**config.mk**
```make
export PLATFORM = sky130hd
export DESIGN_NAME = scalar_kalman_iq_smoother
export DESIGN_NICKNAME = d
export VERILOG_FILES = /design/src/rtl/sks_pkg.sv /design/src/rtl/sks_divider.sv /design/src/rtl/sks_lane.sv /design/src/rtl/sks_merge.sv /design/src/rtl/scalar_kalman_iq_smoother.sv
export SDC_FILE = /design/constraint.sdc
export NUM_CORES = 2
export LEC_CHECK = 0
export ABC_AREA = 1
export ABC_CLOCK_PERIOD_IN_PS = 20300
export BUFFER_PORTS_ARGS = -buffer_cell sky130_fd_sc_hd__buf_4
export CAP_MARGIN = 20
export CORE_MARGIN = 2
export CORE_UTILIZATION = 66
export CTS_CLUSTER_SIZE = 16
export DETAILED_ROUTE_END_ITERATION = 8
export PLACE_DENSITY = 0.89
export SKIP_LAST_GASP = 1
export SYNTH_ARGS = -nofsm -noshare
export SYNTH_HDL_FRONTEND = slang
export SYNTH_SLANG_ARGS = --single-unit
```
**constraint.sdc**
```tcl
create_clock -name aclk -period 20.3 [get_ports aclk]
set_input_delay 0 -clock aclk [delete_from_list [all_inputs] [get_ports aclk]]
set_output_delay 0 -clock aclk [all_outputs]
set_load 0.01 [all_outputs]
```
**src/rtl/sks_pkg.sv**
```systemverilog
// ----------------------------------------------------------------------------
// sks_pkg
// Shared widths, constants and register codes of the I/Q Kalman smoother.
// ----------------------------------------------------------------------------
package sks_pkg;

    localparam int SAMPLE_BITS   = 16;
    localparam int EST_FRAC      = 8;
    localparam int EST_BITS      = SAMPLE_BITS + EST_FRAC;
    localparam int VAR_BITS      = 24;
    localparam int VAR_FRAC_BITS = 16;
    localparam int GAIN_BITS     = VAR_FRAC_BITS + 1;
    localparam int DEN_BITS      = VAR_BITS + 1;
    localparam int REM_BITS      = DEN_BITS + 1;
    localparam int DIV_STEPS     = GAIN_BITS;
    localparam int CNT_BITS      = $clog2(DIV_STEPS);
    localparam int PROD_BITS     = EST_BITS + 1 + GAIN_BITS;
    localparam int VPROD_BITS    = GAIN_BITS + VAR_BITS;

    localparam logic [GAIN_BITS-1:0] GAIN_ONE = GAIN_BITS'(1) << VAR_FRAC_BITS;
    localparam logic [VAR_BITS-1:0]  VAR_MAX  = '1;

    localparam logic [VAR_BITS-1:0]    Q_RESET = VAR_BITS'(655);
    localparam logic [VAR_BITS-1:0]    R_RESET = VAR_BITS'(65536);
    localparam logic [SAMPLE_BITS-1:0] X_RESET = '0;
    localparam logic [VAR_BITS-1:0]    P_RESET = VAR_BITS'(65536);

    localparam int ADDR_BITS = 4;

    typedef enum logic [1:0] {
        REG_Q_NOISE = 2'd0,
        REG_R_NOISE = 2'd1,
        REG_X_INIT  = 2'd2,
        REG_P_INIT  = 2'd3
    } cfg_reg_t;

endpackage

```
**src/rtl/sks_divider.sv**
```systemverilog
// ----------------------------------------------------------------------------
// sks_divider
// Radix-2 restoring divider for the gain: floor(ppred * 2^F / den).
// ----------------------------------------------------------------------------
module sks_divider
    import sks_pkg::*;
(
    input  logic                 aclk,
    input  logic                 aresetn,
    input  logic                 start,
    input  logic [VAR_BITS-1:0]  ppred,
    input  logic [DEN_BITS-1:0]  den,
    output logic                 done,
    output logic [GAIN_BITS-1:0] gain
);

    logic                 busy_reg, busy_next;
    logic                 done_reg, done_next;
    logic [CNT_BITS-1:0]  cnt_reg, cnt_next;
    logic [REM_BITS-1:0]  rem_reg, rem_next;
    logic [GAIN_BITS-1:0] quo_reg, quo_next;
    logic [REM_BITS-1:0]  den_ext;
    logic [REM_BITS-1:0]  rem_sub;
    logic                 ge;

    assign den_ext = REM_BITS'(den);
    assign ge      = rem_reg >= den_ext;
    assign rem_sub = ge ? rem_reg - den_ext : rem_reg;

    always_comb begin
        busy_next = busy_reg;
        done_next = 1'b0;
        cnt_next  = cnt_reg;
        rem_next  = rem_reg;
        quo_next  = quo_reg;
        if (start) begin
            if (den == '0) begin
                quo_next  = '0;
                done_next = 1'b1;
            end else begin
                rem_next  = REM_BITS'(ppred);
                quo_next  = '0;
                cnt_next  = CNT_BITS'(DIV_STEPS - 1);
                busy_next = 1'b1;
            end
        end else if (busy_reg) begin
            rem_next = {rem_sub[REM_BITS-2:0], 1'b0};
            quo_next = {quo_reg[GAIN_BITS-2:0], ge};
            if (cnt_reg == '0) begin
                busy_next = 1'b0;
                done_next = 1'b1;
            end else begin
                cnt_next = cnt_reg - 1'b1;
            end
        end
    end

    always_ff @(posedge aclk) begin
        if (!aresetn) begin
            busy_reg <= 1'b0;
            done_reg <= 1'b0;
            cnt_reg  <= '0;
        end else begin
            busy_reg <= busy_next;
            done_reg <= done_next;
            cnt_reg  <= cnt_next;
        end
        rem_reg <= rem_next;
        quo_reg <= quo_next;
    end

    assign done = done_reg;
    assign gain = quo_reg;

`ifndef SYNTHESIS
    a_gain_range: assert property (@(posedge aclk) disable iff (!aresetn)
        done_reg |-> quo_reg <= GAIN_ONE)
        else $error("gain above one");
    a_no_restart: assert property (@(posedge aclk) disable iff (!aresetn)
        busy_reg |-> !start)
        else $error("divider restarted while busy");
`endif

endmodule

```
**src/rtl/sks_lane.sv**
```systemverilog
// ----------------------------------------------------------------------------
// sks_lane
// One estimate lane: correction multiply, estimate update and output rounding.
// ----------------------------------------------------------------------------
module sks_lane
    import sks_pkg::*;
(
    input  logic                          aclk,
    input  logic                          mul_en,
    input  logic signed [EST_BITS-1:0]    est,
    input  logic signed [SAMPLE_BITS-1:0] sample,
    input  logic        [GAIN_BITS-1:0]   gain,
    output logic signed [EST_BITS-1:0]    est_next,
    output logic signed [SAMPLE_BITS-1:0] est_round
);

    logic signed [EST_BITS:0]    diff;
    logic        [EST_BITS:0]    mag;
    logic                        neg_reg;
    logic        [PROD_BITS-1:0] prod_reg;
    logic        [PROD_BITS:0]   prod_rnd;
    logic        [EST_BITS+1:0]  corr;
    logic signed [EST_BITS+2:0]  est_ext;
    logic signed [EST_BITS+2:0]  corr_ext;
    logic signed [EST_BITS+2:0]  sum;
    logic signed [EST_BITS:0]    rnd;

    assign diff = (EST_BITS+1)'($signed({sample, {EST_FRAC{1'b0}}})) - (EST_BITS+1)'(est);
    assign mag  = diff[EST_BITS] ? $unsigned(-diff) : $unsigned(diff);

    always_ff @(posedge aclk) begin
        if (mul_en) begin
            neg_reg  <= diff[EST_BITS];
            prod_reg <= PROD_BITS'(mag) * PROD_BITS'(gain);
        end
    end

    assign prod_rnd = (PROD_BITS+1)'(prod_reg) + ((PROD_BITS+1)'(1) << (VAR_FRAC_BITS - 1));
    assign corr     = prod_rnd[VAR_FRAC_BITS +: EST_BITS+2];
    assign est_ext  = (EST_BITS+3)'(est);
    assign corr_ext = $signed({1'b0, corr});
    assign sum      = neg_reg ? est_ext - corr_ext : est_ext + corr_ext;

    always_comb begin
        if (sum[EST_BITS+2:EST_BITS-1] == '0 || sum[EST_BITS+2:EST_BITS-1] == '1) begin
            est_next = sum[EST_BITS-1:0];
        end else begin
            est_next = {sum[EST_BITS+2], {(EST_BITS-1){~sum[EST_BITS+2]}}};
        end
    end

    assign rnd = (EST_BITS+1)'(est_next) + ((EST_BITS+1)'(1) << (EST_FRAC - 1));

    always_comb begin
        if (rnd[EST_BITS] == rnd[EST_BITS-1]) begin
            est_round = rnd[EST_BITS-1:EST_FRAC];
        end else begin
            est_round = {rnd[EST_BITS], {(SAMPLE_BITS-1){~rnd[EST_BITS]}}};
        end
    end

endmodule

```
**src/rtl/sks_merge.sv**
```systemverilog
// ----------------------------------------------------------------------------
// sks_merge
// Joins both lanes' rounded estimates into one result item and holds it.
// ----------------------------------------------------------------------------
module sks_merge
    import sks_pkg::*;
(
    input  logic                          aclk,
    input  logic                          aresetn,
    input  logic                          load,
    input  logic signed [SAMPLE_BITS-1:0] lane_re,
    input  logic signed [SAMPLE_BITS-1:0] lane_im,
    output logic                          free,
    output logic                          m_valid,
    input  logic                          m_ready,
    output logic signed [SAMPLE_BITS-1:0] m_est_re,
    output logic signed [SAMPLE_BITS-1:0] m_est_im
);

    logic                          valid_reg, valid_next;
    logic signed [SAMPLE_BITS-1:0] re_reg, im_reg;

    assign free = !valid_reg || m_ready;

    always_comb begin
        valid_next = valid_reg;
        if (load) begin
            valid_next = 1'b1;
        end else if (m_ready) begin
            valid_next = 1'b0;
        end
    end

    always_ff @(posedge aclk) begin
        if (!aresetn) begin
            valid_reg <= 1'b0;
        end else begin
            valid_reg <= valid_next;
        end
        if (load) begin
            re_reg <= lane_re;
            im_reg <= lane_im;
        end
    end

    assign m_valid  = valid_reg;
    assign m_est_re = re_reg;
    assign m_est_im = im_reg;

endmodule

```
**src/rtl/scalar_kalman_iq_smoother.sv**
```systemverilog
// ----------------------------------------------------------------------------
// scalar_kalman_iq_smoother
// Random-walk Kalman smoothing of I and Q with one shared variance and gain.
// ----------------------------------------------------------------------------
//  channel  direction  handshake            payload
//  s_       in         s_valid / s_ready    sample_re, sample_im, start_of_channel
//  m_       out        m_valid / m_ready    est_re, est_im
//  apb      in         psel/penable/pready  q_noise, r_noise, x_init, p_init
//
//  One item at a time: accept, prediction, 17 divider steps (none if den is zero)
//  and a done cycle, multiply, update; the next item waits for the update.
//  A result waits in the output register while the next item is worked on;
//  the update cycle stalls only if that register is still full.
//  Reset loads the register defaults and the state from them.
// ----------------------------------------------------------------------------
module scalar_kalman_iq_smoother
    import sks_pkg::*;
(
    input  logic                          aclk,
    input  logic                          aresetn,
    input  logic                          s_valid,
    output logic                          s_ready,
    input  logic signed [SAMPLE_BITS-1:0] s_sample_re,
    input  logic signed [SAMPLE_BITS-1:0] s_sample_im,
    input  logic                          s_start_of_channel,
    output logic                          m_valid,
    input  logic                          m_ready,
    output logic signed [SAMPLE_BITS-1:0] m_est_re,
    output logic signed [SAMPLE_BITS-1:0] m_est_im,
    input  logic                          psel,
    input  logic                          penable,
    input  logic                          pwrite,
    input  logic        [ADDR_BITS-1:0]   paddr,
    input  logic        [31:0]            pwdata,
    output logic        [31:0]            prdata,
    output logic                          pready
);

    typedef enum logic [2:0] {
        ST_IDLE,
        ST_PRED,
        ST_DIV,
        ST_MUL,
        ST_FIN
    } state_t;

    state_t                        state_reg;
    logic        [VAR_BITS-1:0]    q_reg, r_reg, pi_reg;
    logic signed [SAMPLE_BITS-1:0] xi_reg;
    logic signed [EST_BITS-1:0]    est_re_reg, est_im_reg;
    logic        [VAR_BITS-1:0]    var_reg;
    logic signed [SAMPLE_BITS-1:0] smp_re_reg, smp_im_reg;
    logic        [VAR_BITS-1:0]    ppred_reg;
    logic        [VPROD_BITS-1:0]  vprod_reg;

    logic                          accept;
    logic                          cfg_wr;
    cfg_reg_t                      cfg_idx;
    logic        [VAR_BITS:0]      vsum;
    logic        [VAR_BITS-1:0]    ppred_next;
    logic        [DEN_BITS-1:0]    den_next;
    logic                          div_start, div_done;
    logic        [GAIN_BITS-1:0]   gain;
    logic                          mul_en;
    logic signed [EST_BITS-1:0]    re_next, im_next;
    logic signed [SAMPLE_BITS-1:0] re_round, im_round;
    logic                          out_free, out_load;
    logic        [VPROD_BITS:0]    vprod_rnd;
    logic signed [EST_BITS-1:0]    x_init_est;

    assign accept  = s_valid && s_ready;
    assign s_ready = state_reg == ST_IDLE;
    assign pready  = 1'b1;
    assign cfg_wr  = psel && penable && pwrite;
    assign cfg_idx = cfg_reg_t'(paddr[3:2]);

    always_comb begin
        unique case (cfg_idx)
            REG_Q_NOISE: prdata = 32'(q_reg);
            REG_R_NOISE: prdata = 32'(r_reg);
            REG_X_INIT:  prdata = 32'($unsigned(xi_reg));
            REG_P_INIT:  prdata = 32'(pi_reg);
            default:     prdata = '0;
        endcase
    end

    assign x_init_est = {xi_reg, {EST_FRAC{1'b0}}};
    assign vsum       = (VAR_BITS+1)'(var_reg) + (VAR_BITS+1)'(q_reg);
    assign ppred_next = vsum[VAR_BITS] ? VAR_MAX : vsum[VAR_BITS-1:0];
    assign den_next   = DEN_BITS'(ppred_next) + DEN_BITS'(r_reg);
    assign div_start  = state_reg == ST_PRED;
    assign mul_en     = state_reg == ST_MUL;
    assign out_load   = (state_reg == ST_FIN) && out_free;
    assign vprod_rnd  = (VPROD_BITS+1)'(vprod_reg) + ((VPROD_BITS+1)'(1) << (VAR_FRAC_BITS - 1));

    sks_divider u_div (
        .aclk    (aclk),
        .aresetn (aresetn),
        .start   (div_start),
        .ppred   (ppred_next),
        .den     (den_next),
        .done    (div_done),
        .gain    (gain)
    );

    sks_lane u_lane_re (
        .aclk      (aclk),
        .mul_en    (mul_en),
        .est       (est_re_reg),
        .sample    (smp_re_reg),
        .gain      (gain),
        .est_next  (re_next),
        .est_round (re_round)
    );

    sks_lane u_lane_im (
        .aclk      (aclk),
        .mul_en    (mul_en),
        .est       (est_im_reg),
        .sample    (smp_im_reg),
        .gain      (gain),
        .est_next  (im_next),
        .est_round (im_round)
    );

    sks_merge u_merge (
        .aclk     (aclk),
        .aresetn  (aresetn),
        .load     (out_load),
        .lane_re  (re_round),
        .lane_im  (im_round),
        .free     (out_free),
        .m_valid  (m_valid),
        .m_ready  (m_ready),
        .m_est_re (m_est_re),
        .m_est_im (m_est_im)
    );

    always_ff @(posedge aclk) begin
        if (!aresetn) begin
            state_reg  <= ST_IDLE;
            q_reg      <= Q_RESET;
            r_reg      <= R_RESET;
            xi_reg     <= X_RESET;
            pi_reg     <= P_RESET;
            est_re_reg <= {X_RESET, {EST_FRAC{1'b0}}};
            est_im_reg <= {X_RESET, {EST_FRAC{1'b0}}};
            var_reg    <= P_RESET;
        end else begin
            if (cfg_wr) begin
                unique case (cfg_idx)
                    REG_Q_NOISE: q_reg  <= pwdata[VAR_BITS-1:0];
                    REG_R_NOISE: r_reg  <= pwdata[VAR_BITS-1:0];
                    REG_X_INIT:  xi_reg <= pwdata[SAMPLE_BITS-1:0];
                    REG_P_INIT:  pi_reg <= pwdata[VAR_BITS-1:0];
                    default:     ;
                endcase
            end
            unique case (state_reg)
                ST_IDLE: begin
                    if (accept) begin
                        if (s_start_of_channel) begin
                            est_re_reg <= x_init_est;
                            est_im_reg <= x_init_est;
                            var_reg    <= pi_reg;
                        end
                        state_reg <= ST_PRED;
                    end
                end
                ST_PRED: begin
                    state_reg <= ST_DIV;
                end
                ST_DIV: begin
                    if (div_done) begin
                        state_reg <= ST_MUL;
                    end
                end
                ST_MUL: begin
                    state_reg <= ST_FIN;
                end
                ST_FIN: begin
                    if (out_free) begin
                        est_re_reg <= re_next;
                        est_im_reg <= im_next;
                        var_reg    <= vprod_rnd[VAR_FRAC_BITS +: VAR_BITS];
                        state_reg  <= ST_IDLE;
                    end
                end
                default: state_reg <= ST_IDLE;
            endcase
        end
        if (accept) begin
            smp_re_reg <= s_sample_re;
            smp_im_reg <= s_sample_im;
        end
        if (state_reg == ST_PRED) begin
            ppred_reg <= ppred_next;
        end
        if (state_reg == ST_MUL) begin
            vprod_reg <= VPROD_BITS'(GAIN_ONE - gain) * VPROD_BITS'(ppred_reg);
        end
    end

`ifndef SYNTHESIS
    a_accept_pred: assert property (@(posedge aclk) disable iff (!aresetn)
        accept |=> state_reg == ST_PRED)
        else $error("item accepted without starting prediction");
    a_done_in_div: assert property (@(posedge aclk) disable iff (!aresetn)
        div_done |-> state_reg == ST_DIV)
        else $error("divider finished outside the divide state");
    a_result_from_fin: assert property (@(posedge aclk) disable iff (!aresetn)
        $rose(m_valid) |-> $past(state_reg == ST_FIN))
        else $error("result item appeared without an update");
`endif

endmodule

```
Yosys cells after proc, flatten, opt, wreduce, memory -nomap -nowiden. Index checks and enable logic that the tools add are counted.

Memory bits (read-only): 0. Word-level logic and storage cells: 134. Register bits: 428. Memory bits (writable): 0. Output and inout bits: 67. Bits of input ports: 76. Memories: 0. Bits in latches: 0.

Bitwise operators: 4. Mux-type cells: 42. Shift operators: 0. $mul: 3. Div/mod/pow operators: 0. Reductions and logical operators: 25. $lt $le $gt $ge: 1. Add/subtract/negate cells: 18. Equal/unequal tests: 17.

Operators by type and width (number): 24-bit 2-to-1 mux (10); 24-bit case mux with 2 select lines (3); 32-bit case mux with 4 select lines (1); 42-bit by 16-bit adder with 42-bit output, second input constant (2); 25-bit by 17-bit multiplier with 42-bit output (2); 26-bit 2-to-1 mux (3); 25-bit 2-to-1 mux (3); 24-bit by 27-bit adder with 27-bit output (2); 27-bit 2-to-1 mux (2); 24-bit by 27-bit subtractor with 27-bit output (2); 24-bit by 24-bit adder with 25-bit output (2); 24-bit by 9-bit adder with 25-bit output, second input constant (2); 25-bit negator (2); 24-bit by 24-bit subtractor with 25-bit output (2); 40-bit by 16-bit adder with 40-bit output, second input constant (1); 18-bit by 25-bit multiplier with 40-bit output (1); 16-bit 2-to-1 mux (2); 26-bit by 25-bit greater-or-equal comparator with 1-bit output (1); 25-bit logical NOT (1); 25-bit subtractor (1); 5-bit 2-to-1 mux (4); 17-bit by 17-bit subtractor with 18-bit output, first input constant (1); 3-bit case mux with 5 select lines (1); 1-bit 2-to-1 mux (10); other kinds (23) (49).

Longest topological paths before layout.
Depth in word-level cells: 9. Gate-level depth with buffers: 52. Gate-level depth less buffers: 51.

Modules after synthesis. Synthesis repeated with hierarchy kept, for this count alone.

Cells, all modules: 9511. Area total of the unflattened synthesis: 70527.6 µm².

By module, submodules not included: scalar_kalman_iq_smoother (cells an instance 3444, instances 1, area each 26546.7 µm², sequential area each 5695.5 µm²); sks_lane (u_lane_re) (cells an instance 2695, instances 1, area each 19505.0 µm², sequential area each 840.8 µm²); sks_lane (u_lane_im) (cells an instance 2623, instances 1, area each 19047.0 µm², sequential area each 840.8 µm²); sks_divider (cells an instance 711, instances 1, area each 4421.7 µm², sequential area each 1261.2 µm²); sks_merge (cells an instance 38, instances 1, area each 1007.2 µm², sequential area each 980.9 µm²).

Worst setup path before layout. Ideal clock, no wire load.

Path kind: reg-to-reg. Start point: register est_im_reg[0]. End point: register u_lane_im.prod_reg[38], data pin. Path slack: 11.529 ns. Data arrival time: 8.506 ns. Cell stages (with the launch flop): 50. Buffers on the path: 4. Period minus slack after synthesis: 8.771 ns. Setup time: 0.265 ns. Required time: 20.035 ns. Cells stage by stage: dfxtp_1 > clkbuf_1 > inv_1 > ha_1 > nand2_1 > nor3_1 > nand2_1 > nor2_1 > a21boi_1 > o21ai_2 > a21oi_1 > o21ai_1 > nand2_1 > nand2_1 > nand2_1 > a22oi_2 > inv_2 > buf_2 > (+14 left out) > fa_1 > inv_1 > fa_1 > ha_1 > a21oi_1 > o21ai_0 > o21bai_1 > a21oi_1 > inv_1 > a21oi_1 > o21ai_0 > nand2_1 > nand2_1 > nand2_1 > nand2_1 > a21boi_0 > o21ai_0 > xor2_1.

Word-level cells in the longest chain between the ends: 4.

RTL lines: from (decl) (line scalar_kalman_iq_smoother.sv:50) `logic signed [EST_BITS-1:0] est_re_reg, est_im_reg;`; from (signal assigned) (line scalar_kalman_iq_smoother.sv:147) `est_im_reg <= {X_RESET, {EST_FRAC{1'b0}}};`; from (signal assigned) (line scalar_kalman_iq_smoother.sv:164) `est_im_reg <= x_init_est;`; from (signal assigned) (line scalar_kalman_iq_smoother.sv:184) `est_im_reg <= im_next;`; 24-bit by 24-bit subtractor with 25-bit output (*) (line sks_lane.sv:28) `assign diff = (EST_BITS+1)'($signed({sample, {EST_FRAC{1'b0}}})) - (EST_BITS+1)'(est);`; 25-bit negator (line sks_lane.sv:29) `assign mag = diff[EST_BITS] ? $unsigned(-diff) : $unsigned(diff);`; 25-bit 2-to-1 mux (*) (line sks_lane.sv:29); 25-bit by 17-bit multiplier with 42-bit output (*) (line sks_lane.sv:34) `prod_reg <= PROD_BITS'(mag) * PROD_BITS'(gain);`; to (signal assigned) (line sks_lane.sv:34); to (decl) (line sks_lane.sv:20) `logic [PROD_BITS-1:0] prod_reg;`.

Every way passes the cells marked *; elsewhere a longest branch is shown, timed or not. A chain may end at the register's enable or synchronous reset.

Worst setup path after layout.
Start point: register est_re_reg[9]. End point: register u_lane_re.prod_reg[32], data pin.

Word-level cells in the longest chain between the ends: 4.

RTL lines: from (decl) (line scalar_kalman_iq_smoother.sv:50); from (signal assigned) (line scalar_kalman_iq_smoother.sv:146) `est_re_reg <= {X_RESET, {EST_FRAC{1'b0}}};`; from (signal assigned) (line scalar_kalman_iq_smoother.sv:163) `est_re_reg <= x_init_est;`; from (signal assigned) (line scalar_kalman_iq_smoother.sv:183) `est_re_reg <= re_next;`; 24-bit by 24-bit subtractor with 25-bit output (*) (line sks_lane.sv:28); 25-bit negator (line sks_lane.sv:29); 25-bit 2-to-1 mux (*) (line sks_lane.sv:29); 25-bit by 17-bit multiplier with 42-bit output (*) (line sks_lane.sv:34); to (signal assigned) (line sks_lane.sv:34); to (decl) (line sks_lane.sv:20).

Marks and branches as above.

==> out/metrics.yaml <==
setup_path:
  slowest_delay_ns: 0.60
  cp.required_ns: 20.70
  start_kind: "flop"
  worstReg2RegStart: "est_re_reg[9]"
  crit_type: "flop to flop"
  crit_end: "u_lane_re.prod_reg[32]"
  cpMaxStageDelayCell: "inv_1"
  crit_path_max_fanout: 32
  worstRegToRegCells: 42
  worst_ep_arrival_time_ns: 11.30
  reg2reg_slack_ns: 9.39
  path_common_cell: "nand2_1"
  cp-startpoint: "est_re_reg[9]"
  cp-end-kind: "flop"
  timing.rr.end: "u_lane_re.prod_reg[32]"
cells_and_area:
  layout-drive-gt1-share_pct: 4.83
  final-seq-area_um2: 9630
  fillers: 7710
  fin_cells: 10200
  multiInputGateArea_um2: 49700
  syn_to_final_growth_pct: 6.17
  nets: 10400
synthesis:
  ys_warn_count: 0
  synthMuxAreaShare_pct: 0
  yosys.area.top_type_share_pct: 30.9
  synth_common_cells: "1924 x nand2_1, 1819 x inv_1, 1040 x fa_1"
  syn-instance-count: 8751
  synth_edf_count: 195
  seq_area_frac_synth_pct: 14.3
  synth.most_common_cell: "nand2_1"
  async_flop_share_pct: 0
  synth_compound_area_share_pct: 8.04
  synth_xor_area_share_pct: 4.56
  synthDistinctLibCells: 64
  synth_area_um2: 67500
  yosys.area_share.adder_pct: 40.5
  synthSimpleGateAreaFrac_pct: 20.4
  avgSynthCellArea_um2: 7.71
  synth_top_family_by_area: "adder cells"
  synth-main-ff-cell: "edfxtp_1"
  synth_top_area_cell: "fa_1"
  ys_top_cells_by_area: "fa_1 31%, nand2_1 11%, inv_1 10%, ha_1 9.7%, edfxtp_1 8.7%"
  ys_ff_latch: 383
routing:
  drcViolationCount: 0
  totalWireLength_um: 206000
  dr.first_iter.drc_count: 6541
  via_per_inst: 5.94
  antenna_left: 0
  wl_per_cell_um: 20.2
  drtPass1Iterations: 8
  num_vias: 60300
floorplan:
  rows: 117
  core_region_area_um2: 102000
  die_height_um: 324
  die_x_um: 324
  start_util_pct: 66.4
  die_area_um2: 105000
  ios: 143
placed_design:
  dp_hpwl_um: 160000
  routabilityCongestion: 1.00
  io_buffers: 123
  pre_cts_slack_ns: 9.60
  dp_cells: 10000
timing:
  hold_violations: 0
  finalSetupTns_ns: 0
  setup_viol: 0
  max_slew.worst_pin.slew_ns: 1.11
  timing.fmax_ghz: 0.0917
  fin_ws_ns: 9.39
  rsz0062_at_grt: "false"
  min_period_ns: 10.91
  fin_crit_sh_pct: 53.7
  timing.slew.headroom_pct: 25.6
  report.final.slew_viol_count: 0
  clock_skew_ns: 0.0335
global_route:
  antenna_found_initial: 14
  grt_pass1_wl_um: 323000
  grt_max_degree: 102
  grt_overflow: 0
  first_global_vias: 61800
  grt_usage_pct: 39.7
clock_tree:
  clkTransAtPathRegs_ns: 0.06
  clock_path_buffers: 3
  insertion_delay_ns: 0.61
  cts_inserted_buffers: 43
  cts_max_level: 2
  clock-sinks: 383
  root_buffer: "clkbuf_16"
  cts_tree: "built"
run:
  max-cap-violations: 0
outcome:
  status: "finished clean"
min_path:
  hp-class: "input port to flop"
worst min-delay path by stage:
stage	startpoint	to	slack [ns]	cells after the start
global route	penable	pi_reg[16]	0.1	4
floorplan	s_sample_im[0]	smp_im_reg[0]	0.1	0
global placement	s_sample_re[7]	smp_re_reg[7]	0.18	1
CTS	penable	pi_reg[16]	0.06	5
detailed placement	s_sample_re[12]	smp_re_reg[12]	0.18	1
finish	penable	pi_reg[16]	0.1	4
cell usage in the layout (no fill, tap or decap), types with 15 or more instances in the layout:
cell type / n
nor2_2: 16
o21bai_1: 36
a21boi_0: 15
clkbuf_16: 49
xnor2_1: 115
a21oi_1: 387
nor2_4: 16
fa_1: 1040
a21o_1: 20
o211ai_1: 31
inv_1: 1817
nand2_1: 1924
or2_2: 24
dlygate4sd3_1: 59
clkinv_1: 19
o21ai_0: 314
a22oi_1: 16
edfxtp_1: 195
nand3_1: 248
nor3_1: 68
nand4_1: 74
nor4_1: 22
buf_4: 180
nand2_2: 50
xor2_1: 234
o2111ai_1: 15
nand3_2: 17
nor2_1: 860
dfxtp_1: 181
a31oi_1: 43
ha_1: 521
cell families after synthesis:
kind of cell / Yosys count
AOI/OAI and AO/OA: 955
xor gates and xnor gates: 350
adders and majority gates: 1561
buffers and inverters: 2151
DFF: 383
other: 2
and+or+nand+nor: 3349
worst max-delay path: cells and delay by family (launching register included):
family,cells,cell delay (ns)
flops,1,0.37
fa+ha+maj,8,3.82
compound gates,10,2.29
xor+xnor,1,0.29
simple gates,17,2.51
buf+inv,6,1.40
repair_timing:
item,CTS,global route
hold buffers,59,0
buffers inserted,0,0
endpoints found under the setup margin,0,0
resized for setup,0,0
endpoints found under the hold margin,140,0
metal layers:
metal  track usage, %  part of all wire (%)  vias up  wire (µm)
met5                0                 0.043        -         89
met4             24.1                   7.5       14      15400
met2             63.4                    45     3811      92300
met1             48.0                    35    28700      71600
met3             11.1                    13     1144      26100
li1                 -                     -    26700          -
layout make-up:
type	count	share of cell area, %
well taps	1368	2.39
repair buffers	242	2.82
clock buffers	57	1.81
clock inverters	23	0.456
diodes	5	0.0175
flip-flops and latches	383	13.4
multi-input cells	6224	69.4
inverters	1849	9.69
through the flow:
step	cell area [µm²]	util (%)	hold WS [ns]
2_1_floorplan	67500	-	0.0989
3_3_place_gp	69300	68.2	0.179
3_5_place_dp	69400	68.3	0.179
4_1_cts	71600	70.5	0.0604
5_1_grt	71600	70.5	0.0979
6_report	71600	70.5	0.0978
Power is left out: the tool's default activity adds up to more than one toggle a clock period on the data nets, which glitch-free logic cannot reach.
